==> src/sv/clle_pkg.sv <==
`timescale 1ns / 1ps
// ----------------------------------------------------------------------------
// clle_pkg
// Shared types and codes for the cursor linked-list engine.
// ----------------------------------------------------------------------------
package clle_pkg;

  // operation codes
  localparam logic [2:0] OP_CLEAR  = 3'd0;
  localparam logic [2:0] OP_SETF   = 3'd1;
  localparam logic [2:0] OP_INSA   = 3'd2;
  localparam logic [2:0] OP_INSB   = 3'd3;
  localparam logic [2:0] OP_REMOVE = 3'd4;
  localparam logic [2:0] OP_FIND   = 3'd5;
  localparam logic [2:0] OP_STEP   = 3'd6;
  localparam logic [2:0] OP_REWIND = 3'd7;

  // result status codes
  localparam logic [1:0] ST_OK       = 2'd0;
  localparam logic [1:0] ST_NOTEMPTY = 2'd1;
  localparam logic [1:0] ST_NOCUR    = 2'd2;
  localparam logic [1:0] ST_FULL     = 2'd3;

  typedef enum logic [4:0] {
    S_IDLE, S_DISP, S_ALLOC, S_APOP, S_AFIN, S_IA_LINK, S_IA_CUR,
    S_PRD, S_PCHK, S_REM_NX, S_REM_HEAD, S_REM_FREE, S_STEP,
    S_FRD, S_FCHK, S_FEND, S_RDCUR, S_OUT
  } ctl_state_t;

  typedef enum logic [4:0] {
    C_NONE, C_LOAD, C_STATUS, C_CLEAR, C_REWIND, C_RD_RFL, C_ALLOC_FRESH,
    C_ALLOC_POP, C_SETF_FIN, C_RD_CURLNK, C_IA_NEW, C_IA_CUR, C_IB_HEAD,
    C_IB_LINK, C_RD_PLNK, C_P_ADV, C_PRED_FIX, C_REM_NX, C_REM_HEAD,
    C_REM_FREE, C_STEP_FIN, C_WALK_START, C_RD_P, C_F_STEP, C_F_END, C_EMIT
  } dp_cmd_t;

  typedef struct packed {
    dp_cmd_t    cmd;
    logic [1:0] st;
  } ctl_cmd_t;

  typedef struct packed {
    logic [2:0] op;
    logic       cur_v;
    logic       head_v;
    logic       head_is_cur;
    logic       full;
    logic       rfl_v;
    logic       p_v;
    logic       pred_hit;
    logic       walk_more;
    logic       out_free;
  } dp_stat_t;

endpackage

==> src/sv/cursor_linked_list_engine.sv <==
`timescale 1ns / 1ps
// ----------------------------------------------------------------------------
// cursor_linked_list_engine
// Singly linked list with a cursor, kept in node RAMs with a free list.
// ----------------------------------------------------------------------------
// One operation is in flight at a time. Find and insert-before / remove off
// the head walk the list through the link RAM's registered read port, one
// node per cycle. A stall on the result side holds an operation back only
// while the previous result still waits in the output register. After reset
// and after a clear, nodes are handed out from the recycled free list when it
// holds any and otherwise from a fill counter, so no clearing pass is needed.
// A finished result waits in an output register while the next operation is
// accepted.
module cursor_linked_list_engine #(
  parameter int CAPACITY   = 32,
  parameter int DATA_WIDTH = 32
) (
  input  logic              clk,
  input  logic              rst_n,
  input  logic              in_valid,
  output logic              in_stall,
  input  logic [2:0]        in_operation,
  input  logic [31:0]       in_value,
  output logic              out_valid,
  input  logic              out_stall,
  output logic [1:0]        out_status,
  output logic              out_found,
  output logic [31:0]       out_current_value,
  output logic              out_current_valid,
  output logic signed [5:0] out_current_position,
  output logic              out_list_empty
);
  import clle_pkg::*;

  ctl_cmd_t cmd;
  dp_stat_t stat;

  clle_ctl u_ctl (
    .clk(clk), .rst_n(rst_n), .in_valid(in_valid), .in_stall(in_stall),
    .stat(stat), .cmd(cmd)
  );

  clle_dp #(.CAPACITY(CAPACITY), .DATA_WIDTH(DATA_WIDTH)) u_dp (
    .clk(clk), .rst_n(rst_n), .in_operation(in_operation), .in_value(in_value),
    .cmd(cmd), .stat(stat), .out_valid(out_valid), .out_stall(out_stall),
    .out_status(out_status), .out_found(out_found),
    .out_current_value(out_current_value),
    .out_current_valid(out_current_valid),
    .out_current_position(out_current_position),
    .list_empty_o(out_list_empty)
  );

endmodule

==> src/sv/clle_ram.sv <==
`timescale 1ns / 1ps
// ----------------------------------------------------------------------------
// clle_ram
// Generic single-write, single-read RAM with registered read data.
// ----------------------------------------------------------------------------
module clle_ram #(
  parameter int WIDTH = 32,
  parameter int DEPTH = 32
) (
  input  logic                     clk,
  input  logic                     we,
  input  logic [$clog2(DEPTH)-1:0] waddr,
  input  logic [WIDTH-1:0]         wdata,
  input  logic [$clog2(DEPTH)-1:0] raddr,
  output logic [WIDTH-1:0]         rdata
);

  logic [WIDTH-1:0] mem [DEPTH];

  // write port and registered read port
  always_ff @(posedge clk) begin
    if (we) begin
      mem[waddr] <= wdata;
    end
    rdata <= mem[raddr];
  end

endmodule

==> src/sv/clle_ctl.sv <==
`timescale 1ns / 1ps
// ----------------------------------------------------------------------------
// clle_ctl
// Sequencer: walks each operation through datapath micro-steps.
// ----------------------------------------------------------------------------
module clle_ctl (
  input  logic                clk,
  input  logic                rst_n,
  input  logic                in_valid,
  output logic                in_stall,
  input  clle_pkg::dp_stat_t  stat,
  output clle_pkg::ctl_cmd_t  cmd
);
  import clle_pkg::*;

  ctl_state_t state_r, state_nxt;

  // state register
  always_ff @(posedge clk) begin
    if (!rst_n) begin
      state_r <= S_IDLE;
    end else begin
      state_r <= state_nxt;
    end
  end

  // next state
  always_comb begin
    state_nxt = state_r;
    case (state_r)
      S_IDLE: if (in_valid) state_nxt = S_DISP;
      S_DISP: begin
        case (stat.op)
          OP_SETF:   state_nxt = (stat.head_v || stat.full) ? S_RDCUR : S_ALLOC;
          OP_INSA, OP_INSB:
                     state_nxt = (!stat.cur_v || stat.full) ? S_RDCUR : S_ALLOC;
          OP_REMOVE: state_nxt = stat.cur_v ? S_REM_NX : S_RDCUR;
          OP_FIND:   state_nxt = S_FRD;
          OP_STEP:   state_nxt = stat.cur_v ? S_STEP : S_RDCUR;
          default:   state_nxt = S_RDCUR;
        endcase
      end
      S_ALLOC:    state_nxt = stat.rfl_v ? S_APOP : S_AFIN;
      S_APOP:     state_nxt = S_AFIN;
      S_AFIN: begin
        case (stat.op)
          OP_INSA: state_nxt = S_IA_LINK;
          OP_INSB: state_nxt = stat.head_is_cur ? S_RDCUR : S_PRD;
          default: state_nxt = S_RDCUR;
        endcase
      end
      S_IA_LINK:  state_nxt = S_IA_CUR;
      S_IA_CUR:   state_nxt = S_RDCUR;
      S_PRD:      state_nxt = S_PCHK;
      S_PCHK: begin
        if (stat.pred_hit) begin
          state_nxt = (stat.op == OP_REMOVE) ? S_REM_FREE : S_RDCUR;
        end
      end
      S_REM_NX:   state_nxt = stat.head_is_cur ? S_REM_HEAD : S_PRD;
      S_REM_HEAD: state_nxt = S_REM_FREE;
      S_REM_FREE: state_nxt = S_RDCUR;
      S_STEP:     state_nxt = S_RDCUR;
      S_FRD:      state_nxt = stat.p_v ? S_FCHK : S_FEND;
      S_FCHK:     if (!stat.walk_more) state_nxt = S_FEND;
      S_FEND:     state_nxt = S_RDCUR;
      S_RDCUR:    state_nxt = S_OUT;
      S_OUT:      if (stat.out_free) state_nxt = S_IDLE;
      default:    state_nxt = S_IDLE;
    endcase
  end

  // command outputs
  always_comb begin
    cmd.cmd  = C_NONE;
    cmd.st   = ST_OK;
    in_stall = (state_r != S_IDLE);
    case (state_r)
      S_IDLE: if (in_valid) cmd.cmd = C_LOAD;
      S_DISP: begin
        case (stat.op)
          OP_CLEAR: cmd.cmd = C_CLEAR;
          OP_SETF: begin
            if (stat.head_v) begin
              cmd.cmd = C_STATUS;
              cmd.st  = ST_NOTEMPTY;
            end else if (stat.full) begin
              cmd.cmd = C_STATUS;
              cmd.st  = ST_FULL;
            end
          end
          OP_INSA, OP_INSB: begin
            if (!stat.cur_v) begin
              cmd.cmd = C_STATUS;
              cmd.st  = ST_NOCUR;
            end else if (stat.full) begin
              cmd.cmd = C_STATUS;
              cmd.st  = ST_FULL;
            end
          end
          OP_REMOVE: begin
            if (stat.cur_v) begin
              cmd.cmd = C_RD_CURLNK;
            end else begin
              cmd.cmd = C_STATUS;
              cmd.st  = ST_NOCUR;
            end
          end
          OP_FIND:   cmd.cmd = C_WALK_START;
          OP_STEP:   if (stat.cur_v) cmd.cmd = C_RD_CURLNK;
          OP_REWIND: cmd.cmd = C_REWIND;
          default:   cmd.cmd = C_NONE;
        endcase
      end
      S_ALLOC:   cmd.cmd = stat.rfl_v ? C_RD_RFL : C_ALLOC_FRESH;
      S_APOP:    cmd.cmd = C_ALLOC_POP;
      S_AFIN: begin
        case (stat.op)
          OP_SETF: cmd.cmd = C_SETF_FIN;
          OP_INSA: cmd.cmd = C_RD_CURLNK;
          OP_INSB: cmd.cmd = stat.head_is_cur ? C_IB_HEAD : C_IB_LINK;
          default: cmd.cmd = C_NONE;
        endcase
      end
      S_IA_LINK:  cmd.cmd = C_IA_NEW;
      S_IA_CUR:   cmd.cmd = C_IA_CUR;
      S_PRD:      cmd.cmd = C_RD_PLNK;
      S_PCHK:     cmd.cmd = stat.pred_hit ? C_PRED_FIX : C_P_ADV;
      S_REM_NX:   cmd.cmd = C_REM_NX;
      S_REM_HEAD: cmd.cmd = C_REM_HEAD;
      S_REM_FREE: cmd.cmd = C_REM_FREE;
      S_STEP:     cmd.cmd = C_STEP_FIN;
      S_FRD:      if (stat.p_v) cmd.cmd = C_RD_P;
      S_FCHK:     cmd.cmd = C_F_STEP;
      S_FEND:     cmd.cmd = C_F_END;
      S_OUT:      if (stat.out_free) cmd.cmd = C_EMIT;
      default:    cmd.cmd = C_NONE;
    endcase
  end

endmodule

==> src/sv/clle_dp.sv <==
`timescale 1ns / 1ps
// ----------------------------------------------------------------------------
// clle_dp
// Datapath: node stores, list pointers, walk registers and result register.
// ----------------------------------------------------------------------------
module clle_dp #(
  parameter int CAPACITY   = 32,
  parameter int DATA_WIDTH = 32
) (
  input  logic               clk,
  input  logic               rst_n,
  input  logic [2:0]         in_operation,
  input  logic [31:0]        in_value,
  input  clle_pkg::ctl_cmd_t cmd,
  output clle_pkg::dp_stat_t stat,
  output logic               out_valid,
  input  logic               out_stall,
  output logic [1:0]         out_status,
  output logic               out_found,
  output logic [31:0]        out_current_value,
  output logic               out_current_valid,
  output logic signed [5:0]  out_current_position,
  output logic               list_empty_o
);
  import clle_pkg::*;

  localparam int AW = $clog2(CAPACITY);
  localparam int CW = $clog2(CAPACITY + 1);
  localparam logic [CW-1:0] CAP_C = CW'(CAPACITY);

  // pointers carry a valid bit on top of the node index
  logic [AW:0]         head_r, head_nxt, cur_r, cur_nxt, rfl_r, rfl_nxt;
  logic [AW:0]         p_r, p_nxt, nx_r, nx_nxt;
  logic [AW-1:0]       newn_r, newn_nxt;
  logic [CW-1:0]       pos_r, pos_nxt, cnt_r, cnt_nxt, fresh_r, fresh_nxt;
  logic [CW-1:0]       i_r, i_nxt, aft_i_r, aft_i_nxt, bef_i_r, bef_i_nxt;
  logic [AW-1:0]       aft_n_r, aft_n_nxt, bef_n_r, bef_n_nxt;
  logic                has_aft_r, has_aft_nxt, has_bef_r, has_bef_nxt;
  logic [2:0]          op_r, op_nxt;
  logic [DATA_WIDTH-1:0] val_r, val_nxt;
  logic [1:0]          st_r, st_nxt;

  logic                out_valid_r, out_valid_nxt;
  logic [1:0]          o_st_r, o_st_nxt;
  logic                o_found_r, o_found_nxt;
  logic [31:0]         o_val_r, o_val_nxt;
  logic                o_cv_r, o_cv_nxt;
  logic [5:0]          o_pos_r, o_pos_nxt;
  logic                o_emp_r, o_emp_nxt;

  // memory ports
  logic                  v_we, l_we;
  logic [AW-1:0]         v_waddr, l_waddr, v_raddr, l_raddr;
  logic [DATA_WIDTH-1:0] v_wdata, v_rdata;
  logic [AW:0]           l_wdata, l_rdata;

  logic [63:0]           in_ext, rd_ext;
  logic [31:0]           pos_ext;
  logic                  match, is_aft, is_bef, hit_aft;

  clle_ram #(.WIDTH(DATA_WIDTH), .DEPTH(CAPACITY)) u_val_ram (
    .clk(clk), .we(v_we), .waddr(v_waddr), .wdata(v_wdata),
    .raddr(v_raddr), .rdata(v_rdata)
  );

  clle_ram #(.WIDTH(AW + 1), .DEPTH(CAPACITY)) u_lnk_ram (
    .clk(clk), .we(l_we), .waddr(l_waddr), .wdata(l_wdata),
    .raddr(l_raddr), .rdata(l_rdata)
  );

  assign in_ext  = 64'(in_value);
  assign rd_ext  = 64'(v_rdata);
  assign pos_ext = 32'(pos_r);
  assign match   = (v_rdata == val_r);
  assign is_aft  = !cur_r[AW] || (i_r > pos_r);
  assign is_bef  = cur_r[AW] && (i_r < pos_r);
  assign hit_aft = match && is_aft && !has_aft_r;

  // status toward the sequencer
  always_comb begin
    stat.op          = op_r;
    stat.cur_v       = cur_r[AW];
    stat.head_v      = head_r[AW];
    stat.head_is_cur = head_r[AW] && (head_r[AW-1:0] == cur_r[AW-1:0]);
    stat.full        = (cnt_r == CAP_C);
    stat.rfl_v       = rfl_r[AW];
    stat.p_v         = p_r[AW];
    stat.pred_hit    = (l_rdata == {1'b1, cur_r[AW-1:0]});
    stat.walk_more   = l_rdata[AW] && !has_aft_r && !hit_aft;
    stat.out_free    = !out_valid_r || !out_stall;
  end

  // micro-step execution
  always_comb begin
    head_nxt = head_r;  cur_nxt = cur_r;   rfl_nxt = rfl_r;
    p_nxt = p_r;        nx_nxt = nx_r;     newn_nxt = newn_r;
    pos_nxt = pos_r;    cnt_nxt = cnt_r;   fresh_nxt = fresh_r;
    i_nxt = i_r;        aft_i_nxt = aft_i_r; bef_i_nxt = bef_i_r;
    aft_n_nxt = aft_n_r; bef_n_nxt = bef_n_r;
    has_aft_nxt = has_aft_r; has_bef_nxt = has_bef_r;
    op_nxt = op_r;      val_nxt = val_r;   st_nxt = st_r;
    out_valid_nxt = out_valid_r && out_stall;
    o_st_nxt = o_st_r;  o_found_nxt = o_found_r; o_val_nxt = o_val_r;
    o_cv_nxt = o_cv_r;  o_pos_nxt = o_pos_r; o_emp_nxt = o_emp_r;
    v_we = 1'b0;        v_waddr = fresh_r[AW-1:0]; v_wdata = val_r;
    l_we = 1'b0;        l_waddr = newn_r;  l_wdata = '0;
    v_raddr = cur_r[AW-1:0];
    l_raddr = cur_r[AW-1:0];
    case (cmd.cmd)
      C_LOAD: begin
        op_nxt  = in_operation;
        val_nxt = in_ext[DATA_WIDTH-1:0];
        st_nxt  = ST_OK;
      end
      C_STATUS: st_nxt = cmd.st;
      C_CLEAR: begin
        head_nxt = '0; cur_nxt = '0; rfl_nxt = '0;
        cnt_nxt = '0;  fresh_nxt = '0;
      end
      C_REWIND: begin
        cur_nxt = head_r;
        pos_nxt = '0;
      end
      C_RD_RFL: l_raddr = rfl_r[AW-1:0];
      C_ALLOC_FRESH: begin
        newn_nxt  = fresh_r[AW-1:0];
        fresh_nxt = fresh_r + 1'b1;
        cnt_nxt   = cnt_r + 1'b1;
        v_we      = 1'b1;
      end
      C_ALLOC_POP: begin
        newn_nxt = rfl_r[AW-1:0];
        rfl_nxt  = l_rdata;
        cnt_nxt  = cnt_r + 1'b1;
        v_we     = 1'b1;
        v_waddr  = rfl_r[AW-1:0];
      end
      C_SETF_FIN: begin
        l_we     = 1'b1;
        head_nxt = {1'b1, newn_r};
        cur_nxt  = {1'b1, newn_r};
        pos_nxt  = '0;
      end
      C_IA_NEW: begin
        l_we    = 1'b1;
        l_wdata = l_rdata;
      end
      C_IA_CUR: begin
        l_we    = 1'b1;
        l_waddr = cur_r[AW-1:0];
        l_wdata = {1'b1, newn_r};
      end
      C_IB_HEAD: begin
        l_we     = 1'b1;
        l_wdata  = {1'b1, cur_r[AW-1:0]};
        head_nxt = {1'b1, newn_r};
        pos_nxt  = pos_r + 1'b1;
      end
      C_IB_LINK: begin
        l_we    = 1'b1;
        l_wdata = {1'b1, cur_r[AW-1:0]};
        pos_nxt = pos_r + 1'b1;
        p_nxt   = head_r;
      end
      C_RD_PLNK: l_raddr = p_r[AW-1:0];
      C_P_ADV: begin
        p_nxt   = l_rdata;
        l_raddr = l_rdata[AW-1:0];
      end
      C_PRED_FIX: begin
        l_we    = 1'b1;
        l_waddr = p_r[AW-1:0];
        l_wdata = (op_r == OP_REMOVE) ? nx_r : {1'b1, newn_r};
      end
      C_REM_NX: begin
        nx_nxt = l_rdata;
        p_nxt  = head_r;
      end
      C_REM_HEAD: head_nxt = nx_r;
      C_REM_FREE: begin
        l_we    = 1'b1;
        l_waddr = cur_r[AW-1:0];
        l_wdata = rfl_r;
        rfl_nxt = {1'b1, cur_r[AW-1:0]};
        cnt_nxt = cnt_r - 1'b1;
        cur_nxt = nx_r;
      end
      C_STEP_FIN: begin
        if (l_rdata[AW]) begin
          cur_nxt = l_rdata;
          pos_nxt = pos_r + 1'b1;
        end else begin
          cur_nxt = '0;
        end
      end
      C_WALK_START: begin
        p_nxt = head_r; i_nxt = '0;
        has_aft_nxt = 1'b0; has_bef_nxt = 1'b0;
      end
      C_RD_P: begin
        v_raddr = p_r[AW-1:0];
        l_raddr = p_r[AW-1:0];
      end
      C_F_STEP: begin
        if (hit_aft) begin
          has_aft_nxt = 1'b1;
          aft_n_nxt   = p_r[AW-1:0];
          aft_i_nxt   = i_r;
        end else if (match && is_bef && !has_bef_r) begin
          has_bef_nxt = 1'b1;
          bef_n_nxt   = p_r[AW-1:0];
          bef_i_nxt   = i_r;
        end
        p_nxt   = l_rdata;
        i_nxt   = i_r + 1'b1;
        v_raddr = l_rdata[AW-1:0];
        l_raddr = l_rdata[AW-1:0];
      end
      C_F_END: begin
        if (has_aft_r) begin
          cur_nxt = {1'b1, aft_n_r};
          pos_nxt = aft_i_r;
        end else if (has_bef_r) begin
          cur_nxt = {1'b1, bef_n_r};
          pos_nxt = bef_i_r;
        end
      end
      C_EMIT: begin
        out_valid_nxt = 1'b1;
        o_st_nxt      = st_r;
        o_cv_nxt      = cur_r[AW];
        o_val_nxt     = cur_r[AW] ? rd_ext[31:0] : '0;
        o_found_nxt   = (op_r == OP_FIND) && cur_r[AW] && match;
        o_pos_nxt     = cur_r[AW] ? pos_ext[5:0] : '1;
        o_emp_nxt     = !head_r[AW];
      end
      default: ;
    endcase
  end

  // control registers
  always_ff @(posedge clk) begin
    if (!rst_n) begin
      head_r <= '0; cur_r <= '0; rfl_r <= '0;
      cnt_r <= '0;  fresh_r <= '0; pos_r <= '0;
      out_valid_r <= 1'b0;
    end else begin
      head_r <= head_nxt; cur_r <= cur_nxt; rfl_r <= rfl_nxt;
      cnt_r <= cnt_nxt;   fresh_r <= fresh_nxt; pos_r <= pos_nxt;
      out_valid_r <= out_valid_nxt;
    end
  end

  // payload and walk registers
  always_ff @(posedge clk) begin
    p_r <= p_nxt; nx_r <= nx_nxt; newn_r <= newn_nxt; i_r <= i_nxt;
    aft_i_r <= aft_i_nxt; bef_i_r <= bef_i_nxt;
    aft_n_r <= aft_n_nxt; bef_n_r <= bef_n_nxt;
    has_aft_r <= has_aft_nxt; has_bef_r <= has_bef_nxt;
    op_r <= op_nxt; val_r <= val_nxt; st_r <= st_nxt;
    o_st_r <= o_st_nxt; o_found_r <= o_found_nxt; o_val_r <= o_val_nxt;
    o_cv_r <= o_cv_nxt; o_pos_r <= o_pos_nxt; o_emp_r <= o_emp_nxt;
  end

  assign out_valid            = out_valid_r;
  assign out_status           = o_st_r;
  assign out_found            = o_found_r;
  assign out_current_value    = o_val_r;
  assign out_current_valid    = o_cv_r;
  assign out_current_position = $signed(o_pos_r);
  assign list_empty_o         = o_emp_r;

endmodule

==> config.mk <==
export PLATFORM = sky130hd
export DESIGN_NAME = cursor_linked_list_engine
export DESIGN_NICKNAME = d
export VERILOG_FILES = /design/src/sv/clle_pkg.sv /design/src/sv/cursor_linked_list_engine.sv /design/src/sv/clle_ram.sv /design/src/sv/clle_ctl.sv /design/src/sv/clle_dp.sv
export SDC_FILE = /design/constraint.sdc
export NUM_CORES = 2
export LEC_CHECK = 0
export ABC_AREA = 1
export BUFFER_PORTS_ARGS = -buffer_cell sky130_fd_sc_hd__buf_2
export CAP_MARGIN = 5
export CORE_MARGIN = 2
export CORE_UTILIZATION = 50
export DETAILED_ROUTE_END_ITERATION = 16
export PLACE_DENSITY = 0.75
export SYNTH_ARGS = -nofsm -noshare
export SYNTH_HDL_FRONTEND = slang
export SYNTH_SLANG_ARGS = --single-unit
==> constraint.sdc <==
create_clock -name clk -period 4.1 [get_ports clk]
set_input_delay 1.025 -clock clk [delete_from_list [all_inputs] [get_ports clk]]
set_output_delay 1.025 -clock clk [all_outputs]
set_load 0.01 [all_outputs]
# Yosys cells after proc, flatten, opt, wreduce, memory -nomap -nowiden
# Memories as Yosys holds them, arrays and structs flattened. A register that Yosys moved wholly into a read port is not among the register bits.
# Index checks and enable logic that the tools add are counted.
[word_totals]
n_memories = 2
mem_bits_ro = 0
inputBits = 39
elab_cells = 218
out_inout_bits = 45
latch_bits = 0
mem_bits_rw = 1216
regBits = 169
[op_classes]
muxes = 67
n_bitwise = 1
addsub = 5
mul = 0
eq_ne = 61
shifts = 0
reduce_logical = 53
n_lt_le_gt_ge = 2
div_mod_pow = 0
[mem_list]
columns = ["name", "words", "width", "rd", "rd_ports_with_merged_regs", "wr", "line", "text"]
rows = [
  ["u_dp.u_val_ram.mem", 32, 32, 1, 1, 1, "clle_ram.sv:18", "logic [WIDTH-1:0] mem [DEPTH];"],
  ["u_dp.u_lnk_ram.mem", 32, 6, 1, 1, 1, "clle_ram.sv:18", ""],
]
[ops]
columns = ["cell", "count"]
rows = [
  ["$pmux 5 s17", 1],
  ["$eq 5x4->1 const B", 15],
  ["$pmux 5 s15", 1],
  ["$mux 5", 14],
  ["$eq 5x5->1 const B", 12],
  ["$pmux 6 s3", 3],
  ["$mux 6", 7],
  ["$eq 5x3->1 const B", 8],
  ["$pmux 5 s2", 4],
  ["$pmux 6 s2", 3],
  ["$pmux 6 s6", 1],
  ["$pmux 5 s7", 1],
  ["$eq 32x32->1", 1],
  ["$pmux 5 s3", 2],
  ["$pmux 6 s5", 1],
  ["$pmux 5 s5", 1],
  ["$add 6x1->6 const B", 4],
  ["$mux 4", 6],
  ["$pmux 6 s4", 1],
  ["$eq 5x2->1 const B", 4],
  ["$reduce_or 2->1", 8],
  ["$mux 1", 13],
  ["$eq 3x3->1 const B", 4],
  ["$logic_and 1x1->1", 11],
  ["33 further kinds", 63],
]

# Longest topological paths before layout
[logic_depth]
word_depth = 10
ltp_mapped = 21
ltp_nobuf = 18

# Hierarchy
# Synthesis repeated with hierarchy kept, for this count alone.
[unflattened]
hier_cells = 5411
hier_area_um2 = 59651.0
[modules_own_cells]
columns = ["mod", "instances", "seq_area_each_um2", "area_each_um2", "cells_each"]
rows = [
  ["clle_ram at u_dp.u_val_ram", 1, 31390.1, 42405.7, 3536],
  ["clle_dp", 1, 4534.3, 8262.9, 991],
  ["clle_ram at u_dp.u_lnk_ram", 1, 5885.6, 8077.7, 704],
  ["clle_ctl", 1, 100.1, 904.6, 180],
]

# Worst setup path before layout
# OpenSTA, ideal clock, no wires.
[synth_path]
path_kind = "register to register"
from = "register u_ctl.state_r[2]"
to = "memory u_dp.u_val_ram.mem[23][0], enable pin"
path_stages_with_launch = 11
n_path_buf = 2
synth_period_minus_slack_ps = 3526
setup_ps = 421
setup_slack_ps = 574
required_time_ps = 3679
t_arrival_ps = 3105
path_cell_list = "dfxtp_1 > buf_4 > nor2_4 > nand2_1 > inv_1 > clkbuf_1 > or2_2 > o21ai_0 > inv_1 > nand3_1 > nor2_1"
[synth_via]
elab_chain_len = 7
elab_cells_between_ends = 25
cone_classes = "eq/ne (18); mux (5); reduce/logical (2)"
[synth_rtl]
columns = ["element", "line", "text"]
rows = [
  ["from (decl)", "clle_ctl.sv:16", "ctl_state_t state_r, state_nxt;"],
  ["from (signal assigned)", "clle_ctl.sv:23", "state_r <= state_nxt;"],
  ["$eq 5x5->1 (tied with other cells)", "clle_ctl.sv:78", "case (state_r)"],
  ["$pmux 5 s17 (*)", "clle_ctl.sv:78", ""],
  ["$eq 5x3->1", "clle_dp.sv:109", "case (cmd.cmd)"],
  ["$reduce_or 2->1 (no source line)", "-", ""],
  ["$mux 1", "clle_dp.sv:109", ""],
  ["$mux 1", "clle_ram.sv:22", "if (we) begin"],
  ["$mux 1 (not written as such)", "clle_ram.sv:23", "mem[waddr] <= wdata;"],
  ["to (decl)", "clle_ram.sv:18", ""],
]
# Mark *: on every way between the ends. The rest lies on a longest branch, timed or not.

# Worst setup path in the final report
[layout_path]
from = "register u_ctl.state_r[2]"
to = "memory u_dp.u_lnk_ram.mem[0][0] (netlist bit), enable pin"
[layout_via]
elab_chain_len = 7
elab_cells_between_ends = 31
cone_classes = "eq/ne (23); mux (5); reduce/logical (3)"
[layout_rtl]
columns = ["element", "line"]
rows = [
  ["$eq 5x5->1 (tied with other cells)", "clle_ctl.sv:78"],
  ["$pmux 5 s17 (*)", "clle_ctl.sv:78"],
  ["$eq 5x4->1 / $eq 5x5->1 (equally long branches)", "clle_dp.sv:109"],
  ["$reduce_or 7->1 (no source line)", "-"],
  ["$mux 1", "clle_dp.sv:109"],
  ["$mux 1", "clle_ram.sv:22"],
  ["$mux 1 (not written as such)", "clle_ram.sv:23"],
  ["to (decl)", "clle_ram.sv:18"],
]
# Marked as above.

==> results.md <==
* Post-Syn Area at around 59000 um2
* Tcrit/Tclk final at 0.9058
* Gpl congestion at between 0.9 and 1
* Combinational share of power at 0.163
* Post-DP HPWL at between 90 and 100 mm
* Slowest-stage cell, CP: dfxtp_1
* Die extent in x at 347.1 um
* Reg2Reg Setup Slack at a little under 0.4 ns
* EDFF count, synth at ~1300
* Synth Net Count at about 5000
* Critical Path AT at 4.11 ns
* Worst Path Required at approximately 4.5 ns
* Maximum clock rate at between 200 and 300 MHz
* Core area at between 100000 and 150000 um2
* Synthesized flop and latch total at between 1000 and 1500
* Post-Route WL at 161.0 mm
* Outcome: finished clean
* CP cell instances: nand2_1 -> nor2_2 -> nor2_1 -> nand2_1 -> inv_1 -> a21oi_1 -> inv_1 -> nor2_1 -> inv_1 -> nor2_1
* Cells after Synth at approximately 5000
* Tot GR Track Use at 0.2634
* Final Hold Fails at 0
* Post-Syn Area per Cell at ~12 um2
* Vias in the first global route at around 38000
* Part of the power in the clock network at 0.348
* Ys flop type: edfxtp_1
* Final Slew Violations at 0
* Worst Skew at ~0.03 ns
* Pleak at approximately 0.023 uW
* First-pass GRT wire length at 237.4 mm
* Die Y at about 350 um
* Final Cell Area at ~67000 um2
* Setup Buffers After CTS at 0
* Synth area leader: edfxtp_1
* Layout cell share with drive strength beyond 1 at 0.1078
* Multi-input gate area at 14900 um2
* Area grow syn2layout at 13.09%
* Synth top area cells: edfxtp_1 69%, nor2_1 5.4%, o21ai_0 4.1%, nand2_1 4.1%, o211ai_1 3.3%
* Min Tclk post-route at 3.714 ns
* Worst-margin pin slew at about 1.3 ns
* Yosys Warn Count at 0
* Total grt overflow at 0
* Die area at around 120000 um2
* Skew-Pair Late Insertion Delay at ~0.78 ns
* Cell-internal power at ~26000 uW
* # Max-Cap Violations at 0
* # fillers at between 9000 and 10000
* VDD IR-drop max at around 520 uV
* Worst setup EP type: flop
* Drt first pass iters at 8
* Count leader, synth: edfxtp_1
* DR vias/cell at 5.976
* Std-Cell Rows at around 130
* Root buf cell: clkbuf_16
* 1st-iter DRT viols at just under 6000
* Vias at between 40000 and 50000
* Io pins at 84
* Post-CTS sizing at 0
* Largest net degree at the start of global routing at 129
* Layout net count at approximately 5000
* Initial antenna violation count at 2
* CTS tree: yes
* H-tree depth at 4
* Wire length per cell at roughly 24 um
* Initial Utilization at 0.5053
* Crit-path max cell delay at 0.56 ns
* Hold Path Class: input port to flop
* Placed cell area at a little over 60000 um2
* Inserted Clock Buffers at around 150
* Port Buffer Count at 83
* List of most frequent post-synthesis cells: 1343 x edfxtp_1, 850 x nor2_1, 641 x nand2_1, 487 x o21ai_0, 363 x nand3_1
* Top-area cell type share of the netlist area at 0.6850
* # setup viols final at 0
* Cell Pwr Density at around 560 nW/um2
* Crit Path Category: flop to flop
* Count of different cell masters after synthesis at 52
* CP max FO at 8
* Switching Fraction at 0.2955
* Max clock buf depth at 3
* CTS Hold Bufs at 0
* Sequential share of power at 0.489
* RSZ-0062 raised after global routing: no
* Register cell area after layout at ~42000 um2
* Asr flop ratio synth at 0
* Diodes inserted at 0
* Psw at 11110 uW
* CP Launch Type: flop
* DRT antenna net count at 0
* Total negative slack at 0 ns
* # DRC at 0
* Slew HR at 0.1643
* Sequential fraction of the synthesis area at 0.7119
* Reg clk slew, reported paths at roughly 0.060 ns
* Clock sinks at 1422
* Final Util at 0.5714
## worst paths after layout
check / from / to / cells past startpoint
setup / recovery: u_ctl.state_r[2] / u_dp.u_lnk_ram.mem[0][0] / 10
hold reg to reg: u_dp.st_r[1] / u_dp.out_status[1] / 0
hold / removal: in_value[21] / u_dp.v_wdata[21] / 1
setup reg to reg: u_ctl.state_r[2] / u_dp.u_lnk_ram.mem[0][0] / 10
## cell type report
type / instances / area share
clock buffer: 194 / 0.05974
inverter: 288 / 0.01654
clock inverter: 73 / 0.01141
multi-input combinational: 2993 / 0.2239
timing repair buffer: 225 / 0.03033
tap: 1524 / 0.02864
sequential: 1422 / 0.6295
## critical path, delay by kind of cell (launching register included)
kind            cells  cell delay [ns]
compound gates      1             0.48
buf+inv             3             0.39
flops               1             0.56
simple gates        6             1.90
## metrics by stage
| stage | hold slack (ns) | cells | total power [uW] | setup WS [ns] |
|---|---|---|---|---|
| global placement | 0.4036 | 6452 | 24580 | 0.5495 |
| CTS | 0.3713 | 6719 | 37620 | 0.5139 |
| floorplan | 0.4003 | 4986 | 22260 | 0.5743 |
| finish | 0.4124 | 6719 | 37610 | 0.3861 |
| detailed placement | 0.4234 | 6452 | 24680 | 0.4849 |
| global route | 0.3892 | 6719 | 38960 | 0.1596 |
## kinds of logic (layout without fill, tap and decap cells)
family                     after synthesis  count (layout)  share of synthesized area
buffers and inverters                  571             780                    0.04136
xor gates and xnor gates                39              39                   0.005802
DFF                                   1422            1422                     0.7119
AOI/OAI and AO/OA                      961             961                    0.09551
and+or+nand+nor                       1979            1979                     0.1423
adders and majority gates               14              14                   0.003103
## power by group through the flow
stage	clock network (uW)	registers (uW)	logic (uW)
2_1_floorplan	0	18300	3950
3_3_place_gp	0	18700	5930
3_5_place_dp	0	18700	6010
4_1_cts	13200	18400	6050
5_1_grt	13800	18500	6710
6_report	13100	18400	6120
## metal layers
layer	routed length, um	track usage
met5	13	0
met2	75880	0.4181
met4	5983	0.1090
met1	63140	0.3621
met3	15970	0.04484
## sequential cells by signal (all words and copies together), names as in the netlist, 32 cells and up
| name | cells |
|---|---|
| u_dp.v_wdata | 32 |
| u_dp.u_val_ram.mem | 1024 |
| u_dp.out_current_value | 32 |
| u_dp.u_val_ram.rdata | 32 |
| u_dp.u_lnk_ram.mem | 192 |
## layout by cell type (no fill, tap or decap), drive strengths merged, types with 13 or more instances in the layout
cell type	instances
a21oi	88
buf	225
clkbuf	194
clkinv	52
dfxtp	79
edfxtp	1343
ha	13
inv	295
nand2	655
nand3	370
nand3b	26
nand4	37
nor2	860
nor3	13
o211ai	258
o21ai	569
or2	13
xnor2	30
(Power assumes the default switching activity.)
